==> src/rtl/core/prp_pkg.sv <==
`timescale 1ns / 1ps
`default_nettype none

package prp_pkg;

	// Built frame table and field widths
	localparam int FRAMES      = 8;
	localparam int PAGE_BITS   = 16;
	localparam int FIDX_W      = (FRAMES > 1) ? $clog2(FRAMES) : 1;
	localparam int CNT_W       = $clog2(FRAMES + 1);
	localparam int STAMP_W     = 32;
	localparam int FRAME_OUT_W = 3;
	localparam int MODE_W      = 2;
	localparam int FIN_W       = 4;
	localparam int CFG_IDX_W   = 1;
	localparam int CFG_DATA_W  = 4;

	typedef logic [PAGE_BITS-1:0] page_t;
	typedef logic [FIDX_W-1:0]    fidx_t;
	typedef logic [CNT_W-1:0]     cnt_t;
	typedef logic [STAMP_W-1:0]   stamp_t;
	typedef logic [MODE_W-1:0]    mode_t;

	// Replacement policy codes
	localparam mode_t MODE_FIFO  = 2'd0;
	localparam mode_t MODE_LRU   = 2'd1;
	localparam mode_t MODE_CLOCK = 2'd2;

	// Configuration register indexes
	localparam logic [CFG_IDX_W-1:0] REG_MODE   = 1'b0;
	localparam logic [CFG_IDX_W-1:0] REG_FRAMES = 1'b1;

	typedef enum logic [2:0] {
		ST_IDLE,
		ST_SCAN,
		ST_DECIDE,
		ST_SWEEP,
		ST_WRITE,
		ST_DONE
	} prp_state_t;

	// Controller to datapath
	typedef struct packed {
		logic start;
		logic scan;
		logic decide;
		logic sweep;
		logic write;
		logic load;
	} prp_cmd_t;

	// Datapath to controller
	typedef struct packed {
		logic scan_last;
		logic go_sweep;
		logic sweep_hit;
		logic out_free;
	} prp_sts_t;

	// Step a frame pointer around the managed range
	function automatic fidx_t next_frame(fidx_t i, cnt_t n);
		cnt_t nxt;
		nxt = cnt_t'(i) + cnt_t'(1);
		return (nxt >= n) ? '0 : fidx_t'(nxt);
	endfunction

endpackage

`default_nettype wire

==> src/rtl/core/prp_ctrl.sv <==
`timescale 1ns / 1ps
`default_nettype none

module prp_ctrl (
	input  wire logic              clk,
	input  wire logic              arst_n,
	input  wire logic              req_valid,
	output logic                   req_stall,
	input  wire prp_pkg::prp_sts_t sts,
	output prp_pkg::prp_cmd_t      cmd
);
	import prp_pkg::*;

	prp_state_t state_q;
	prp_state_t state_d;

	always_ff @(posedge clk or negedge arst_n) begin
		if (!arst_n) begin
			state_q <= ST_IDLE;
		end else begin
			state_q <= state_d;
		end
	end

	always_comb begin
		state_d = state_q;
		case (state_q)
			ST_IDLE: begin
				if (req_valid) state_d = ST_SCAN;
			end
			ST_SCAN: begin
				if (sts.scan_last) state_d = ST_DECIDE;
			end
			ST_DECIDE: begin
				state_d = sts.go_sweep ? ST_SWEEP : ST_WRITE;
			end
			ST_SWEEP: begin
				if (sts.sweep_hit) state_d = ST_WRITE;
			end
			ST_WRITE: begin
				state_d = ST_DONE;
			end
			ST_DONE: begin
				if (sts.out_free) state_d = ST_IDLE;
			end
			default: begin
				state_d = ST_IDLE;
			end
		endcase
	end

	always_comb begin
		cmd       = '0;
		req_stall = 1'b1;
		case (state_q)
			ST_IDLE: begin
				req_stall = 1'b0;
				cmd.start = req_valid;
			end
			ST_SCAN:   cmd.scan   = 1'b1;
			ST_DECIDE: cmd.decide = 1'b1;
			ST_SWEEP:  cmd.sweep  = 1'b1;
			ST_WRITE:  cmd.write  = 1'b1;
			ST_DONE:   cmd.load   = sts.out_free;
			default: begin
				cmd = '0;
			end
		endcase
	end

`ifndef SYNTH
	a_accept_scan: assert property (@(posedge clk) disable iff (!arst_n)
		(req_valid && !req_stall) |=> (state_q == ST_SCAN))
		else $error("accepted reference did not start a scan");

	a_cmd_onehot: assert property (@(posedge clk) disable iff (!arst_n)
		$onehot0(cmd))
		else $error("more than one datapath command at once");

	a_done_hold: assert property (@(posedge clk) disable iff (!arst_n)
		(state_q == ST_DONE && !sts.out_free) |=> (state_q == ST_DONE))
		else $error("result dropped while output register busy");
`endif

endmodule

`default_nettype wire

==> src/rtl/core/prp_dp.sv <==
`timescale 1ns / 1ps
`default_nettype none

module prp_dp (
	input  wire logic                             clk,
	input  wire logic                             arst_n,
	input  wire logic                             cfg_valid,
	output logic                                  cfg_ready,
	input  wire logic [prp_pkg::CFG_IDX_W-1:0]    cfg_index,
	input  wire logic [prp_pkg::CFG_DATA_W-1:0]   cfg_data,
	input  wire logic [prp_pkg::PAGE_BITS-1:0]    page_number,
	input  wire prp_pkg::prp_cmd_t                cmd,
	output prp_pkg::prp_sts_t                     sts,
	input  wire logic                             rsp_stall,
	output logic                                  rsp_valid,
	output logic                                  hit,
	output logic [prp_pkg::FRAME_OUT_W-1:0]       frame_slot,
	output logic                                  evicted_valid,
	output logic [prp_pkg::PAGE_BITS-1:0]         evicted_page,
	output logic [prp_pkg::STAMP_W-1:0]           hit_total,
	output logic [prp_pkg::STAMP_W-1:0]           fault_total
);
	import prp_pkg::*;

	mode_t              mode_q;
	logic [FIN_W-1:0]   fin_q;
	cnt_t               n;

	page_t              page_mem_q [FRAMES];
	stamp_t             stamp_mem_q [FRAMES];
	logic [FRAMES-1:0]  valid_q;
	logic [FRAMES-1:0]  ref_q;

	fidx_t              fifo_q;
	fidx_t              hand_q;
	fidx_t              fifo_w;
	fidx_t              hand_w;
	stamp_t             acc_q;
	stamp_t             hits_q;
	stamp_t             faults_q;

	page_t              cur_page_q;
	fidx_t              idx_q;
	logic               found_q;
	fidx_t              hit_idx_q;
	logic               empty_q;
	fidx_t              empty_idx_q;
	stamp_t             min_q;
	fidx_t              min_idx_q;
	fidx_t              target_q;

	logic               res_evv_q;
	page_t              res_evp_q;

	logic               rsp_valid_q;
	logic               hit_q;
	logic [FRAME_OUT_W-1:0] frame_slot_q;
	logic               evicted_valid_q;
	page_t              evicted_page_q;
	stamp_t             hit_total_q;
	stamp_t             fault_total_q;

	fidx_t              rd_idx;
	page_t              rd_page;
	stamp_t             rd_stamp;

	assign cfg_ready = 1'b1;

	always_ff @(posedge clk or negedge arst_n) begin
		if (!arst_n) begin
			mode_q <= MODE_FIFO;
			fin_q  <= FIN_W'(8);
		end else if (cfg_valid && cfg_ready) begin
			case (cfg_index)
				REG_MODE:   mode_q <= cfg_data[MODE_W-1:0];
				REG_FRAMES: fin_q  <= cfg_data[FIN_W-1:0];
				default: begin
				end
			endcase
		end
	end

	// Managed frame count, zero acts as one, clamp at the built size
	always_comb begin
		if (fin_q == '0) begin
			n = cnt_t'(1);
		end else if (int'(fin_q) > FRAMES) begin
			n = cnt_t'(FRAMES);
		end else begin
			n = cnt_t'(fin_q);
		end
	end

	assign fifo_w   = (cnt_t'(fifo_q) >= n) ? '0 : fifo_q;
	assign hand_w   = (cnt_t'(hand_q) >= n) ? '0 : hand_q;
	assign rd_idx   = cmd.write ? target_q : idx_q;
	assign rd_page  = page_mem_q[rd_idx];
	assign rd_stamp = stamp_mem_q[idx_q];

	assign sts.scan_last = (cnt_t'(idx_q) == (n - cnt_t'(1)));
	assign sts.go_sweep  = !found_q && !empty_q && (mode_q == MODE_CLOCK);
	assign sts.sweep_hit = !ref_q[hand_q];
	assign sts.out_free  = !rsp_valid_q || !rsp_stall;

	// Scan bookkeeping: first hit, first empty frame, least stamp
	always_ff @(posedge clk) begin
		if (cmd.start) begin
			cur_page_q <= page_number;
			idx_q      <= '0;
			found_q    <= 1'b0;
			empty_q    <= 1'b0;
		end else if (cmd.scan) begin
			idx_q <= idx_q + fidx_t'(1);
			if (valid_q[idx_q] && (rd_page == cur_page_q) && !found_q) begin
				found_q   <= 1'b1;
				hit_idx_q <= idx_q;
			end
			if (!valid_q[idx_q] && !empty_q) begin
				empty_q     <= 1'b1;
				empty_idx_q <= idx_q;
			end
			if ((idx_q == '0) || (rd_stamp < min_q)) begin
				min_q     <= rd_stamp;
				min_idx_q <= idx_q;
			end
		end
	end

	// Victim choice and pointer upkeep
	always_ff @(posedge clk or negedge arst_n) begin
		if (!arst_n) begin
			fifo_q <= '0;
			hand_q <= '0;
		end else if (cmd.decide && !found_q) begin
			hand_q <= hand_w;
			if (empty_q) begin
				fifo_q <= (mode_q != MODE_LRU && mode_q != MODE_CLOCK)
					? next_frame(empty_idx_q, n) : fifo_w;
			end else if (mode_q == MODE_LRU || mode_q == MODE_CLOCK) begin
				fifo_q <= fifo_w;
			end else begin
				fifo_q <= next_frame(fifo_w, n);
			end
		end else if (cmd.sweep) begin
			hand_q <= next_frame(hand_q, n);
		end
	end

	always_ff @(posedge clk) begin
		if (cmd.decide) begin
			if (found_q) begin
				target_q <= hit_idx_q;
			end else if (empty_q) begin
				target_q <= empty_idx_q;
			end else if (mode_q == MODE_LRU) begin
				target_q <= min_idx_q;
			end else if (mode_q != MODE_CLOCK) begin
				target_q <= fifo_w;
			end
		end else if (cmd.sweep && !ref_q[hand_q]) begin
			target_q <= hand_q;
		end
	end

	// Frame table flags
	always_ff @(posedge clk or negedge arst_n) begin
		if (!arst_n) begin
			valid_q <= '0;
			ref_q   <= '0;
		end else if (cmd.sweep && ref_q[hand_q]) begin
			ref_q[hand_q] <= 1'b0;
		end else if (cmd.write) begin
			valid_q[target_q] <= 1'b1;
			ref_q[target_q]   <= 1'b1;
		end
	end

	// Frame table payload and eviction result
	always_ff @(posedge clk) begin
		if (cmd.write) begin
			stamp_mem_q[target_q] <= acc_q;
			if (found_q) begin
				res_evv_q <= 1'b0;
				res_evp_q <= '0;
			end else begin
				page_mem_q[target_q] <= cur_page_q;
				res_evv_q <= !empty_q;
				res_evp_q <= empty_q ? '0 : rd_page;
			end
		end
	end

	always_ff @(posedge clk or negedge arst_n) begin
		if (!arst_n) begin
			acc_q    <= '0;
			hits_q   <= '0;
			faults_q <= '0;
		end else if (cmd.write) begin
			acc_q <= acc_q + stamp_t'(1);
			if (found_q) begin
				hits_q <= hits_q + stamp_t'(1);
			end else begin
				faults_q <= faults_q + stamp_t'(1);
			end
		end
	end

	// Output register
	always_ff @(posedge clk or negedge arst_n) begin
		if (!arst_n) begin
			rsp_valid_q <= 1'b0;
		end else if (cmd.load) begin
			rsp_valid_q <= 1'b1;
		end else if (!rsp_stall) begin
			rsp_valid_q <= 1'b0;
		end
	end

	always_ff @(posedge clk) begin
		if (cmd.load) begin
			hit_q           <= found_q;
			frame_slot_q    <= FRAME_OUT_W'(target_q);
			evicted_valid_q <= res_evv_q;
			evicted_page_q  <= res_evp_q;
			hit_total_q     <= hits_q;
			fault_total_q   <= faults_q;
		end
	end

	assign rsp_valid     = rsp_valid_q;
	assign hit           = hit_q;
	assign frame_slot    = frame_slot_q;
	assign evicted_valid = evicted_valid_q;
	assign evicted_page  = evicted_page_q;
	assign hit_total     = hit_total_q;
	assign fault_total   = fault_total_q;

`ifndef SYNTH
	a_totals: assert property (@(posedge clk) disable iff (!arst_n)
		(hits_q + faults_q) == acc_q)
		else $error("hit and fault totals disagree with access count");

	a_fill_valid: assert property (@(posedge clk) disable iff (!arst_n)
		cmd.write |=> valid_q[$past(target_q)])
		else $error("written frame not marked valid");

	a_load_free: assert property (@(posedge clk) disable iff (!arst_n)
		cmd.load |-> !(rsp_valid_q && rsp_stall))
		else $error("output register overwritten while stalled");

	a_hand_range: assert property (@(posedge clk) disable iff (!arst_n)
		cmd.sweep |-> (cnt_t'(hand_q) < n))
		else $error("clock hand outside managed frames");
`endif

endmodule

`default_nettype wire

==> src/rtl/core/page_replacement_policy.sv <==
`timescale 1ns / 1ps
`default_nettype none

// Page replacement unit. Each transfer on the req channel is one page reference,
// checked against a table of FRAMES frames; each gives exactly one transfer on the
// rsp channel with hit/fault, the frame now holding the page, the evicted page (if
// any) and wrapping hit and fault totals. On a fault the lowest empty managed
// frame is filled; when none is empty, the victim comes from the policy in
// replacement_mode (0 FIFO pointer, 1 least recently used by access stamp, 2
// second chance clock sweep; 3 acts as FIFO). frames_in_use sets the managed
// frame count n (0 acts as 1, values above FRAMES clamp). The block takes one
// reference at a time: it scans the managed frames, decides, sweeps the clock
// hand in second chance mode (at most n + 1 steps), writes the frame table back
// and loads the result; a result that cannot be loaded because the previous one
// is still stalled waits until the output register is free. The frame scan
// reads one frame per cycle through the single read port of the frame table.
// A new reference is taken while the previous result still waits in the output
// register. Write the configuration port only while idle; cfg_ready is always
// high.
module page_replacement_policy (
	input  wire logic                             clk,
	input  wire logic                             arst_n,
	// configuration writes
	input  wire logic                             cfg_valid,
	output logic                                  cfg_ready,
	input  wire logic [prp_pkg::CFG_IDX_W-1:0]    cfg_index,
	input  wire logic [prp_pkg::CFG_DATA_W-1:0]   cfg_data,
	// page references
	input  wire logic                             req_valid,
	output logic                                  req_stall,
	input  wire logic [prp_pkg::PAGE_BITS-1:0]    page_number,
	// results
	output logic                                  rsp_valid,
	input  wire logic                             rsp_stall,
	output logic                                  hit,
	output logic [prp_pkg::FRAME_OUT_W-1:0]       frame_slot,
	output logic                                  evicted_valid,
	output logic [prp_pkg::PAGE_BITS-1:0]         evicted_page,
	output logic [prp_pkg::STAMP_W-1:0]           hit_total,
	output logic [prp_pkg::STAMP_W-1:0]           fault_total
);
	import prp_pkg::*;

	prp_cmd_t cmd;
	prp_sts_t sts;

	// Sequencer: accept, scan, decide, sweep, write back, hand off result
	prp_ctrl u_ctrl (
		.clk       (clk),
		.arst_n    (arst_n),
		.req_valid (req_valid),
		.req_stall (req_stall),
		.sts       (sts),
		.cmd       (cmd)
	);

	// Frame table, policy pointers, counters and output register
	prp_dp u_dp (
		.clk           (clk),
		.arst_n        (arst_n),
		.cfg_valid     (cfg_valid),
		.cfg_ready     (cfg_ready),
		.cfg_index     (cfg_index),
		.cfg_data      (cfg_data),
		.page_number   (page_number),
		.cmd           (cmd),
		.sts           (sts),
		.rsp_stall     (rsp_stall),
		.rsp_valid     (rsp_valid),
		.hit           (hit),
		.frame_slot    (frame_slot),
		.evicted_valid (evicted_valid),
		.evicted_page  (evicted_page),
		.hit_total     (hit_total),
		.fault_total   (fault_total)
	);

endmodule

`default_nettype wire

==> config.mk <==
export PLATFORM = sky130hd
export DESIGN_NAME = page_replacement_policy
export DESIGN_NICKNAME = d
export VERILOG_FILES = /design/src/rtl/core/prp_pkg.sv /design/src/rtl/core/prp_ctrl.sv /design/src/rtl/core/prp_dp.sv /design/src/rtl/core/page_replacement_policy.sv
export SDC_FILE = /design/constraint.sdc
export NUM_CORES = 1
export LEC_CHECK = 0
export BUFFER_PORTS_ARGS = -buffer_cell sky130_fd_sc_hd__buf_2
export CORE_MARGIN = 2
export CORE_UTILIZATION = 35
export DETAILED_ROUTE_END_ITERATION = 7
export SLEW_MARGIN = 20
export SYNTH_ARGS = -nofsm -noshare
export SYNTH_HDL_FRONTEND = slang
export SYNTH_HIERARCHICAL = 1
export SYNTH_SLANG_ARGS = --single-unit
==> constraint.sdc <==
create_clock -name clk -period 13.4 [get_ports clk]
set_clock_uncertainty 0.1 [all_clocks]
set_input_delay 1.34 -clock clk [delete_from_list [all_inputs] [get_ports clk]]
set_output_delay 1.34 -clock clk [all_outputs]
set_load 0.02 [all_outputs]
=== Word level (Yosys, flattened, before mapping) ===
Memories as Yosys holds them, arrays and structs flattened. A register that Yosys moved wholly into a read port is not among the register bits.
Cells that the tools add are included.

* Register bits: 295
* Memory bits (writable): 384
* Bits of input ports: 26
* Output and inout port bits: 88
* Logic and storage cells: 167
* Memories kept: 2

* Add/sub/neg operators: 8
* $lt $le $gt $ge: 12
* Equal/unequal tests: 18
* Muxes and demuxes: 51
* Bitwise gates (word level): 8
* Reduce and logical (&&, ||, !) cells: 40

{| class="wikitable"
|+ Memories
! name !! depth !! bits a word !! rd ports !! clocked after Yosys merged registers in !! write ports !! line !! RTL
|-
| u_dp.stamp_mem_q || 8 || 32 || 1 || 1 || 1 || prp_dp.sv:30 || <nowiki>stamp_t stamp_mem_q [FRAMES];</nowiki>
|-
| u_dp.page_mem_q || 8 || 16 || 1 || 0 || 1 || prp_dp.sv:29 || <nowiki>page_t page_mem_q [FRAMES];</nowiki>
|}

{| class="wikitable"
|+ Operators with widths
! operator !! count
|-
| $add 32x1->32 const B || 3
|-
| $mux 3 || 24
|-
| $lt 32x32->1 || 1
|-
| $mux 1 || 18
|-
| $pmux 3 s6 || 1
|-
| $reduce_and 2->1 || 9
|-
| $eq 16x16->1 || 1
|-
| $mux 8 || 2
|-
| $or 8x8->8 || 2
|-
| $add 3x1->4 const B || 3
|-
| $ge 4x4->1 || 3
|-
| $lt 3x4->1 const B || 3
|-
| $logic_and 1x1->1 || 11
|-
| $reduce_and 3->1 || 3
|-
| $and 8x8->8 || 1
|-
| $ge 3x4->1 || 2
|-
| $mux 4 || 2
|-
| $ne 2x1->1 const B || 4
|-
| $ne 2x2->1 const B || 4
|-
| $not 8->8 || 1
|-
| $bmux 1 s3 || 2
|-
| $demux 1 s3 || 2
|-
| $eq 3x2->1 const B || 2
|-
| $eq 3x3->1 const B || 2
|-
| 17 further kinds || 31
|}

=== Logic depth before layout (Yosys ltp) ===
Gate-level depths: netlist (run 1).

* Depth in word-level cells: 10
* Depth in mapped cells: 18
* Mapped depth without buffers: 18

=== Cells and area by module ===
Netlist (run 1), hierarchy kept.

{| class="wikitable"
|+ Modules (own cells, without submodules)
! module !! times used !! cells an instance !! area an instance (um^2) !! seq. area each (um^2)
|-
| prp_dp || 1 || 1739 || 27771.6 || 19685.1
|-
| prp_ctrl || 1 || 33 || 244.0 || 75.1
|}

=== Least setup slack after synthesis (run 1) ===
No wires, ideal clock.

* Kind: in2reg
* Start: in rsp_stall
* End: reg u_dp.evicted_page_q[0], in the netlist u_dp/evicted_page[0] (enable)
* Setup time: 634 ps
* Arrival time: 7260 ps
* Required time: 12666 ps
* Path slack: 5406 ps
* Stages: 3
* Buffers on the path: 0
* Path through: nand2_1 nand2_1 nor3_1

{| class="wikitable"
|+ RTL lines
! what !! line !! RTL
|-
| start, declared || page_replacement_policy.sv:34 || <nowiki>input wire logic rsp_stall,</nowiki>
|-
| end signal, assigned || prp_dp.sv:224 || <nowiki>evicted_page_q <= res_evp_q;</nowiki>
|-
| end, declared || prp_dp.sv:59 || <nowiki>page_t evicted_page_q;</nowiki>
|}

==> flow_metrics.tcl, run 1 <==
set metrics [dict create \
    outcome "completed" \
    ys_ff_latch 682 \
    worst-setup-path-type "reg -> reg" \
    cp.arrival_ns 5.59 \
    rows 103 \
    clock_latency_ns 0.61 \
    synthSimpleGateAreaFrac 0.06404 \
    ios 114 \
    dpl_worst_slack_ns 7.893 \
    max_freq_mhz 184.7 \
    crit_path_frequent_cell "a21o_1" \
    routabilityCongestion 0.7891 \
    async_flop_share 0.1877 \
    fin_setup_tns_ns 0 \
    endpoint_kind "flop" \
    cp_max_fo 44 \
    htreeDepth 3 \
    power_density_nw_per_um2 192.8 \
    design.die.area_um2 82320 \
    slowest_stage "buf_4" \
    syn_nets 1858 \
    start_kind "flop" \
    synthMuxAreaShare 0.07936 \
    p_leak_uw 0.01112 \
    drc 0 \
    slew_viol_final 0 \
    grt_pass1_wl_mm 93.19 \
    drt.antenna.violating_nets 0 \
    dieWidth_um 286.9 \
    viasPerCell 5.104 \
    grt_max_degree 80 \
    syn_inst 1772 \
    critPathMaxStageDelay_ns 0.75 \
    initial_utilization 0.3541 \
    hold_slack_ns 0.3175 \
    fin_nets 2004 \
    die_h_um 286.9 \
    cts_max_path_buffers 3 \
    cp.required_ns 13.57 \
    place_hpwl_mm 34.81 \
    drv_cap 0 \
    ys_seq_area_frac 0.7053 \
    cts-root-buf "clkbuf_16" \
    areaGrowthSynthToFinish_pct 15.44 \
    port_buffers 112 \
    postSynth.topFlopCell "edfxtp_1" \
    drive_above_1_share 0.2034 \
    vdd_drop_max_uv 119.6 \
    tightest_slew_ns 0.9916 \
    clock_sinks 682 \
    rsz0062_at_grt "no" \
    dr.pass1.iters 6 \
    post_cts_buffers 0 \
    grt.total_usage 0.1459 \
    cts_buffers 72 \
    relSlewSlack 0.3353 \
    grt_pass1_vias 15870 \
    hold_class "reg -> reg" \
    setup_violations 0 \
    syn_area_um2 28020 \
    drt-wirelength-per-cell_um 19.77 \
    clk_pin_slew_ns 0.06 \
    synthAdderAreaFrac 0.02680 \
    ys_types 75 \
    cp_cell_sequence "buf_4, mux4_2, mux2_2, ha_1, a21o_1, a21o_1, a221oi_1, o22ai_1, a211oi_1, o31ai_1, nand3_1, a21o_1, buf_4" \
    finalHoldViolCount 0 \
    r2r_cells 13 \
    holdPathStages 0 \
    period_needed_ns 5.414 \
    synth-xor-area-share 0.03626 \
    cts_resized 0 \
    fp.coreArea_um2 79130 \
    synth_edf_count 546 \
    drtIter0Drc 1179 \
    fin_ws_ns 7.986 \
    overflow 0 \
    synth_top_family_by_area "multiplexers" \
    ys_warn_count 6 \
    cts_tree "yes" \
    cts_hold_buf 0 \
    antenna_found_initial 1 \
    synth_compound_area_frac 0.06637 \
    syn_avg_cell_area_um2 15.81 \
    finalCritPeriodShare 0.4040 \
    via_count 15450 \
    finalWirelength_mm 59.86 \
]
==> logic make-up (layout without fill, tap and decap cells) <==
| family | Yosys count | in the layout |
|---|---|---|
| xor gates and xnor gates | 116 | 116 |
| other | 1 | 2 |
| AOI/OAI and AO/OA | 284 | 284 |
| and+or+nand+nor | 356 | 356 |
| buffers and inverters | 144 | 348 |
| DFF | 682 | 682 |
| muxes | 129 | 129 |
| adders and majority gates | 60 | 60 |
==> power breakdown <==
group,leakage [uW],internal [uW],switching [uW]
sequential,0.00646,2570,170
clock,0.00117,1170,822
combinational,0.00349,589,917
total,0.0111,4330,1910
==> worst paths after layout <==
| kind | endpoint | slack [ns] | start |
|---|---|---|---|
| setup reg to reg | u_dp/min_idx_q[1] | 7.99 | flop |
| min in group asynchronous | u_dp/faults_q[7] | 0.65 | arst_n |
| max in group asynchronous | u_dp/acc_q[18] | 11.18 | arst_n |
| setup / recovery | u_dp/min_idx_q[1] | 7.99 | flop |
| hold / removal | u_dp/evicted_page[4] | 0.32 | u_dp/res_evp_q[4] |
| hold reg to reg | u_dp/evicted_page[4] | 0.32 | u_dp/res_evp_q[4] |
==> cells in the mapped netlist, drive strengths merged (4+ instances only) <==
| library cell | instances | area share |
|---|---|---|
| a211oi | 19 | 0.0051 |
| buf | 44 | 0.0083 |
| a31oi | 7 | 0.0016 |
| clkbuf | 28 | 0.0038 |
| edfxtp | 546 | 0.59 |
| o21ai | 70 | 0.013 |
| nor2 | 94 | 0.013 |
| nand2 | 81 | 0.011 |
| o31ai | 14 | 0.0039 |
| o22ai | 10 | 0.0022 |
| dfxtp | 8 | 0.0057 |
| xor2 | 31 | 0.0097 |
| and4 | 6 | 0.0020 |
| nand4 | 29 | 0.0069 |
| and3 | 22 | 0.0049 |
| inv | 70 | 0.0094 |
| a21o | 30 | 0.0080 |
| mux2 | 42 | 0.017 |
| dfrtp | 127 | 0.11 |
| nor2b | 10 | 0.0022 |
| o211ai | 37 | 0.0099 |
| nand3 | 30 | 0.0054 |
| nor3 | 22 | 0.0039 |
| nor3b | 5 | 0.0013 |
| o221ai | 4 | 0.0013 |
| mux2i | 18 | 0.0069 |
| nor4 | 4 | 0.0011 |
| or2 | 5 | 0.0011 |
| a21oi | 53 | 0.0095 |
| o21a | 5 | 0.0013 |
| xnor2 | 85 | 0.027 |
| mux4 | 69 | 0.055 |
| a221oi | 9 | 0.0028 |
| nand2b | 29 | 0.0065 |
| and2 | 8 | 0.0018 |
| ha | 60 | 0.027 |
==> worst max-delay path, delay by kind of cell, from the launching register on <==
kind / cells / cell delay, ns
mux: 2 / 0.88
compound gates: 7 / 1.80
fa+ha+maj: 1 / 0.29
buf+inv: 2 / 1.18
flops: 1 / 0.61
simple gates: 1 / 0.11
==> sequential cells by signal (all words and copies together), names as in the netlist, 4 cells and up, named ones only <==
register and count:
u_dp/res_evp_q 16, u_dp/fault_total 32, u_dp/hits_q 32, u_dp/faults_q 32, u_dp/evicted_page 16, u_dp/min_q 32, u_dp/cur_page_q 16, u_dp/acc_q 32
u_dp/stamp_mem_q 256, u_dp/ref_q 8, u_dp/hit_total 32, u_dp/page_mem_q 128, u_dp/fin_q 4, u_dp/valid_q 8
==> stage by stage <==
stage	util	cell area [um2]	total power, uW	cells
6_report	0.4087	32340	6237	3027
2_1_floorplan	-	28020	3846	1772
4_1_cts	0.4082	32300	6301	3025
5_1_grt	0.4087	32340	6555	3027
3_3_place_gp	0.3780	29910	4248	2893
3_5_place_dp	0.3780	29910	4286	2893
==> cell type report <==
class / count / area (um2)
clock inverters: 41 / 414.1
clock buffers: 91 / 1977
fillers: 7211 / 46790
well taps: 1050 / 1314
flip-flops and latches: 682 / 19770
multi-input cells: 946 / 7770
diodes: 1 / 2.502
repair buffers: 144 / 827.0
inverters: 72 / 270.3
==> cell usage in the layout (no fill, tap or decap), types with 14 or more instances in the layout <==
cell | synthesis | routed
nand3_1 | 30 | 30
nand2b_1 | 29 | 29
xor2_1 | 31 | 31
and3_1 | 22 | 22
clkinv_2 | 0 | 14
a21o_1 | 30 | 30
mux2i_1 | 17 | 16
clkbuf_16 | 0 | 75
o211ai_1 | 37 | 37
nand2_1 | 81 | 81
ha_1 | 60 | 60
o21ai_0 | 67 | 67
buf_4 | 2 | 31
nor2_1 | 94 | 87
inv_1 | 68 | 68
mux2_2 | 41 | 41
buf_2 | 24 | 111
mux4_2 | 69 | 69
edfxtp_1 | 546 | 546
dfrtp_1 | 127 | 127
xnor2_1 | 85 | 85
a211oi_1 | 19 | 19
nand4_1 | 27 | 27
a21oi_1 | 53 | 53
==> per-layer routing <==
layer	global-route usage	wire, um	up-vias
met4	0.04701	1383	0
li1	-	-	7064
met1	0.1992	26680	7911
met3	0.02373	2684	106
met2	0.2384	29110	369
met5	0	0	-
Note: power is estimated with default switching activity, not from simulation.
==> inputs of run 2 (changes only) <==
==> constraint.sdc (replaced) <==
create_clock -name clk -period 5.21 [get_ports clk]
set_clock_uncertainty 0.1 [all_clocks]
set_input_delay 0.521 -clock clk [delete_from_list [all_inputs] [get_ports clk]]
set_output_delay 0.521 -clock clk [all_outputs]
set_load 0.02 [all_outputs]
==> run 2 against run 1 <==
Core utilization is 0.46 points higher. Hold slack got worse by 0.27 ns. Setup slack got worse by 7.3 ns. Highest routed layer unchanged. Count of clock-buffer cells in the layout increased by 4. Fmax up 20%. Cell area up 1.1%. Largest power group unchanged.
==> flow_metrics.tcl, run 2 (synthesis gave the netlist of run 1 again) <==
set metrics [dict create \
    totalPowerFinal_uw 16180 \
    largestRegisters "u_dp/stamp_mem_q: 256 flops, u_dp/page_mem_q: 128 flops" \
    antenna_found_initial 1 \
    clk_pin_slew_ns 0.06 \
    largest_register_ffs 256 \
    cp.arrival_ns 4.71 \
    worst-setup-path-type "reg -> reg" \
    drv_cap 0 \
    cp_max_fo 26 \
    endpoint_kind "flop" \
    timing.rr.end "u_dp/min_q[0]" \
    fin_ws_ns 0.6919 \
    multi_input_comb_area_um2 7785 \
    ios 114 \
    drc 0 \
    drt.antenna.violating_nets 0 \
    n_fill_cell 7116 \
    clock_latency_ns 0.62 \
    finalHoldViolCount 0 \
    grt_max_degree 85 \
    drtIter0Drc 1232 \
    fin_nets 2044 \
    htreeDepth 3 \
    cts_max_path_buffers 3 \
    place_hpwl_mm 36.57 \
    fp.coreArea_um2 79130 \
    grt_pass1_wl_mm 92.68 \
    holdPathStages 3 \
    final_cell_mix "edfxtp_1 (546), dfrtp_1 (127), buf_2 (111)" \
    period_needed_ns 4.518 \
    design.die.area_um2 82320 \
    cts-root-buf "clkbuf_16" \
    critPathTopFamily "compound AO/OA/AOI/OAI gates" \
    critPathMaxStageDelay_ns 0.66 \
    dpl_worst_slack_ns 0.5981 \
    whs_endpoint "u_dp/mode_q[1]" \
    drive_above_1_share 0.2105 \
    areaGrowthSynthToFinish_pct 16.73 \
    cp.required_ns 5.40 \
    largest_register "u_dp/stamp_mem_q" \
    reg2reg_slack_ns 0.69 \
    ff_latch_area_um2 19770 \
    cp_cell_sequence "buf_4, mux4_2, mux2_2, ha_1, and4_1, a221oi_1, o22ai_1, a211oi_1, o31ai_1, nand3_1, a21o_1, buf_12" \
    grt_pass1_vias 16030 \
    hp-start "cfg_data[1]" \
    rsz0062_at_grt "no" \
    power_density_nw_per_um2 494.9 \
    vdd_drop_max_uv 272.5 \
    overflow 0 \
    grt.total_usage 0.1444 \
    max_freq_mhz 221.3 \
    drt-wirelength-per-cell_um 19.59 \
    tightest_slew_ns 0.9902 \
    finalCritPeriodShare 0.8672 \
    p_leak_uw 0.01130 \
    die_h_um 286.9 \
    rows 103 \
    dieWidth_um 286.9 \
    viasPerCell 5.090 \
    relSlewSlack 0.3377 \
    r2r_cells 12 \
    finalWirelength_mm 60.03 \
    cts_buffers 71 \
    post_cts_buffers 0 \
    dr.pass1.iters 5 \
    outcome "completed" \
    hold_slack_ns 0.04407 \
    clock_sinks 682 \
    via_count 15600 \
    port_buffers 112 \
    cp.buffers_inverters 2 \
    routabilityCongestion 0.8118 \
    slowest_stage "dfxtp_4" \
    hold_class "in -> reg" \
    cts_tree "yes" \
    setup_violations 0 \
    slew_viol_final 0 \
    layout_commonest_cell "edfxtp_1" \
    start_kind "flop" \
    initial_utilization 0.3541 \
]
==> run 2: cell count changes in the layout (fill, tap and decap cells not counted), sizes merged <==
cell / previous run / this run
clkinvlp: 4 / 2
dlygate4sd3: 0 / 17
buf: 144 / 168
bufinv: 6 / 8
clkbuf: 91 / 95
clkinv: 30 / 23
==> run 2: what timing repair did <==
action	CTS	global route
hold endpoints to repair	99	0
hold buffers	17	0
resized for setup	0	0
==> run 2: report_power, final <==
part / leakage [uW] / total [uW] / internal, uW / switching, uW
logic: 0.00369 / 3990 / 1630 / 2360
registers: 0.00646 / 7070 / 6600 / 467
clock network: 0.00116 / 5120 / 3040 / 2090
==> run 2: tightest hold or removal path, delay by kind of cell <==
family                 cells  cell delay, ns
AOI/OAI and AO/OA          1            0.06
buffers and inverters      1            0.09
and+or+nand+nor            1            0.04
==> run 2: routing by layer <==
layer | global-route usage | share of wire | vias up
met5 | 0 | 0 | -
met4 | 0.04323 | 0.024 | 0
met3 | 0.02722 | 0.057 | 114
met2 | 0.2391 | 0.49 | 460
met1 | 0.1934 | 0.43 | 7888
li1 | - | - | 7139
==> run 2: worst max-delay path by stage <==
stage	end	from	cells past startpoint	slack [ns]
after CTS	u_dp/min_q[11]	flop	12	0.60
after global placement	u_dp/min_q[14]	flop	12	0.71
after floorplan	u_dp/stamp_mem_q[1][0]	u_ctrl/state_q[1]	8	-0.08
final	u_dp/min_q[0]	flop	12	0.69
after detailed placement	u_dp/min_q[1]	flop	12	0.60
after global routing	u_dp/min_q[0]	flop	12	0.37
==> run 2: area by class of cell <==
type / count / share of cell area
well taps: 1050 / 0.04017
flip-flops and latches: 682 / 0.6044
repair buffers: 185 / 0.03615
multi-input cells: 946 / 0.2380
clock inverters: 34 / 0.01366
clock buffers: 95 / 0.05922
inverters: 72 / 0.008264
diodes: 1 / 0.00007652
==> run 2: through the flow <==
stage	instance area [um2]	std cells	utilization	setup TNS, ns
5_1_grt	32700	3065	0.4133	0
4_1_cts	32700	3064	0.4133	0
3_3_place_gp	30150	2918	0.3810	0
6_report	32700	3065	0.4133	0
3_5_place_dp	30150	2918	0.3810	0
2_1_floorplan	28040	1772	-	-7.117
==> inputs of run 3 (changes only) <==
--- a/config.mk
+++ b/config.mk
@@ -6,6 +6,7 @@
 export NUM_CORES = 1
 export LEC_CHECK = 0
 export BUFFER_PORTS_ARGS = -buffer_cell sky130_fd_sc_hd__buf_2
+export CORE_ASPECT_RATIO = 0.8
 export CORE_MARGIN = 2
 export CORE_UTILIZATION = 35
 export DETAILED_ROUTE_END_ITERATION = 7
==> constraint.sdc (replaced) <==
create_clock -name clk -period 4.4 [get_ports clk]
set_clock_uncertainty 0.1 [all_clocks]
set_input_delay 0.44 -clock clk [delete_from_list [all_inputs] [get_ports clk]]
set_output_delay 0.44 -clock clk [all_outputs]
set_load 0.02 [all_outputs]
==> run 3 against run 2 <==
Hold slack better by 0.024 ns. Sequential cell count stayed put. Combinational power is 26% higher. Cell area is 0.17% higher. Sequential power is 18% higher. Total power is 18% higher. Cell count is 0.13% higher. Sequential share of layout area is 0.10 points lower. Via count is 1.2% higher. Setup slack worse by 0.46 ns. Count of clock-buffer cells in the layout is 14 lower. Core utilization is 0.15 points higher. Largest cell class unchanged. Largest power group unchanged.
==> flow_metrics.tcl, run 3 (synthesis gave the netlist of run 1 again) <==
set metrics [dict create \
    outcome "completed" \
    dr.pass1.iters 5 \
    largestRegisters "u_dp/stamp_mem_q: 256 flops, u_dp/page_mem_q: 128 flops" \
    drive_above_1_share 0.2157 \
    hp-start "rsp_stall" \
    grt_use_met3 0.02637 \
    design.die.area_um2 82340 \
    htreeDepth 3 \
    grt_max_degree 87 \
    clock_sinks 682 \
    viasPerCell 5.146 \
    antenna_found_initial 0 \
    diodes 0 \
    slowest_stage "o21ai_0" \
    crit_start "u_dp/fin_q[3]" \
    drt-wirelength-per-cell_um 19.91 \
    ios 114 \
    areaGrowthSynthToFinish_pct 16.93 \
    finalCritPeriodShare 0.9466 \
    rows 92 \
    grt_pass1_vias 16070 \
    finalWirelength_mm 61.11 \
    gr-usage-met1 0.2113 \
    drtIter0Drc 1566 \
    initial_utilization 0.3548 \
    top_usage_layer "met2" \
    tightest_slew_ns 0.8835 \
    relSlewSlack 0.4110 \
    drt.antenna.violating_nets 0 \
    largest_register "u_dp/stamp_mem_q" \
    clk_pin_slew_ns 0.06 \
    crit_cells 15 \
    grt.total_usage 0.1489 \
    timing.rr.end "u_dp/fifo_q[0]" \
    grt_pass1_wl_mm 95.65 \
    r2r_cells 15 \
    slew_viol_final 0 \
    max_freq_mhz 240.1 \
    worst-setup-path-type "reg -> reg" \
    cts-root-buf "clkbuf_16" \
    layout_commonest_cell "edfxtp_1" \
    cp.buffers_inverters 2 \
    start_kind "flop" \
    largest_register_ffs 256 \
    endpoint_kind "flop" \
    dieWidth_um 320.3 \
    crit_path_frequent_cell "a21o_1" \
    drv_cap 0 \
    fin_cells 3069 \
    post_cts_buffers 0 \
    power_density_nw_per_um2 585.4 \
    final_cell_mix "edfxtp_1 (546), dfrtp_1 (127), buf_2 (111)" \
    rsz0062_at_grt "no" \
    hold_slack_ns 0.06828 \
    vdd_drop_max_uv 294.7 \
    die_h_um 257.1 \
    met2_usage 0.2361 \
    place_hpwl_mm 37.94 \
    overflow 0 \
    cts_max_path_buffers 3 \
    cp.arrival_ns 4.58 \
    clock_latency_ns 0.61 \
    finalHoldViolCount 0 \
    critPathMaxStageDelay_ns 0.49 \
    setup_violations 0 \
    drc 0 \
    fin_util 0.4149 \
    period_needed_ns 4.165 \
    routabilityCongestion 0.8295 \
    fin_nets 2066 \
    cp_max_fo 7 \
    hold_class "in -> reg" \
    cts_buffers 69 \
    reg2reg_from "u_dp/fin_q[3]" \
    fp.coreArea_um2 78970 \
    cts_tree "yes" \
    placed_cells_incl_taps 2922 \
    cp.required_ns 4.81 \
    port_buffers 112 \
    crit_end "u_dp/fifo_q[0]" \
    reg2reg_slack_ns 0.24 \
    p_leak_uw 0.01135 \
    critPathTopFamily "compound AO/OA/AOI/OAI gates" \
    cp_cell_sequence "inv_1, nand2_1, ha_1, a21o_1, a21oi_1, o21ai_0, inv_1, ha_1, ha_1, a21o_1, a21o_1, a211oi_1, a221oi_1, a21o_1, o21ai_0" \
    via_count 15790 \
]
==> run 3: worst min-delay path by stage <==
stage	endpoint	slack [ns]	cells after the start
2_1_floorplan	u_ctrl/state_q[0]	0.04	0
3_3_place_gp	u_dp/evicted_valid	0.30	0
3_5_place_dp	u_dp/evicted_valid	0.31	0
4_1_cts	u_dp/rsp_valid	0.04	3
6_report	u_dp/rsp_valid	0.07	3
5_1_grt	u_dp/rsp_valid	0.06	3
==> run 3: cell type report <==
| type | count | area, um2 |
|---|---|---|
| clock buffer | 81 | 1834 |
| inverter | 72 | 270.3 |
| fill | 7080 | 46210 |
| multi-input combinational | 946 | 7792 |
| tap | 1034 | 1294 |
| sequential | 682 | 19770 |
| clock inverter | 45 | 404.1 |
| timing repair buffer | 209 | 1398 |
==> run 3: layer usage <==
metal  vias to the layer above  share of wire  wire [um]
li1                       7175              -          -
met1                      8082           0.46      27980
met2                       443           0.47      28550
met3                        94          0.054       3305
met4                         0          0.021       1280
met5                         -              0          0
==> run 3: what timing repair did <==
action | in CTS | in global routing
gates resized for setup | 0 | 0
hold endpoints to repair | 88 | 0
hold buffers | 21 | 0
==> run 3: per-stage QoR <==
step	cell area (um2)	power, uW	setup WS [ns]	setup TNS (ns)
final	32760	19180	0.2350	0
after detailed placement	30310	13460	0.2657	0
after global routing	32760	20150	0.01335	0
after global placement	30310	13340	0.2634	0
after floorplan	28060	11710	-0.09285	-7.892
after CTS	32760	19320	0.2490	0
==> run 3: where the power goes <==
part           internal, uW  switching [uW]  leakage [uW]
Sequential             7820             538       0.00646
Clock                  3360            2450       0.00109
Combinational          2080            2940       0.00380
Total                 13300            5930        0.0114
==> run 3: worst min-delay path, cell delays in order <==
cell	delay, ns
buf_2	0.08
nand2_1	0.12
nand2b_1	0.10
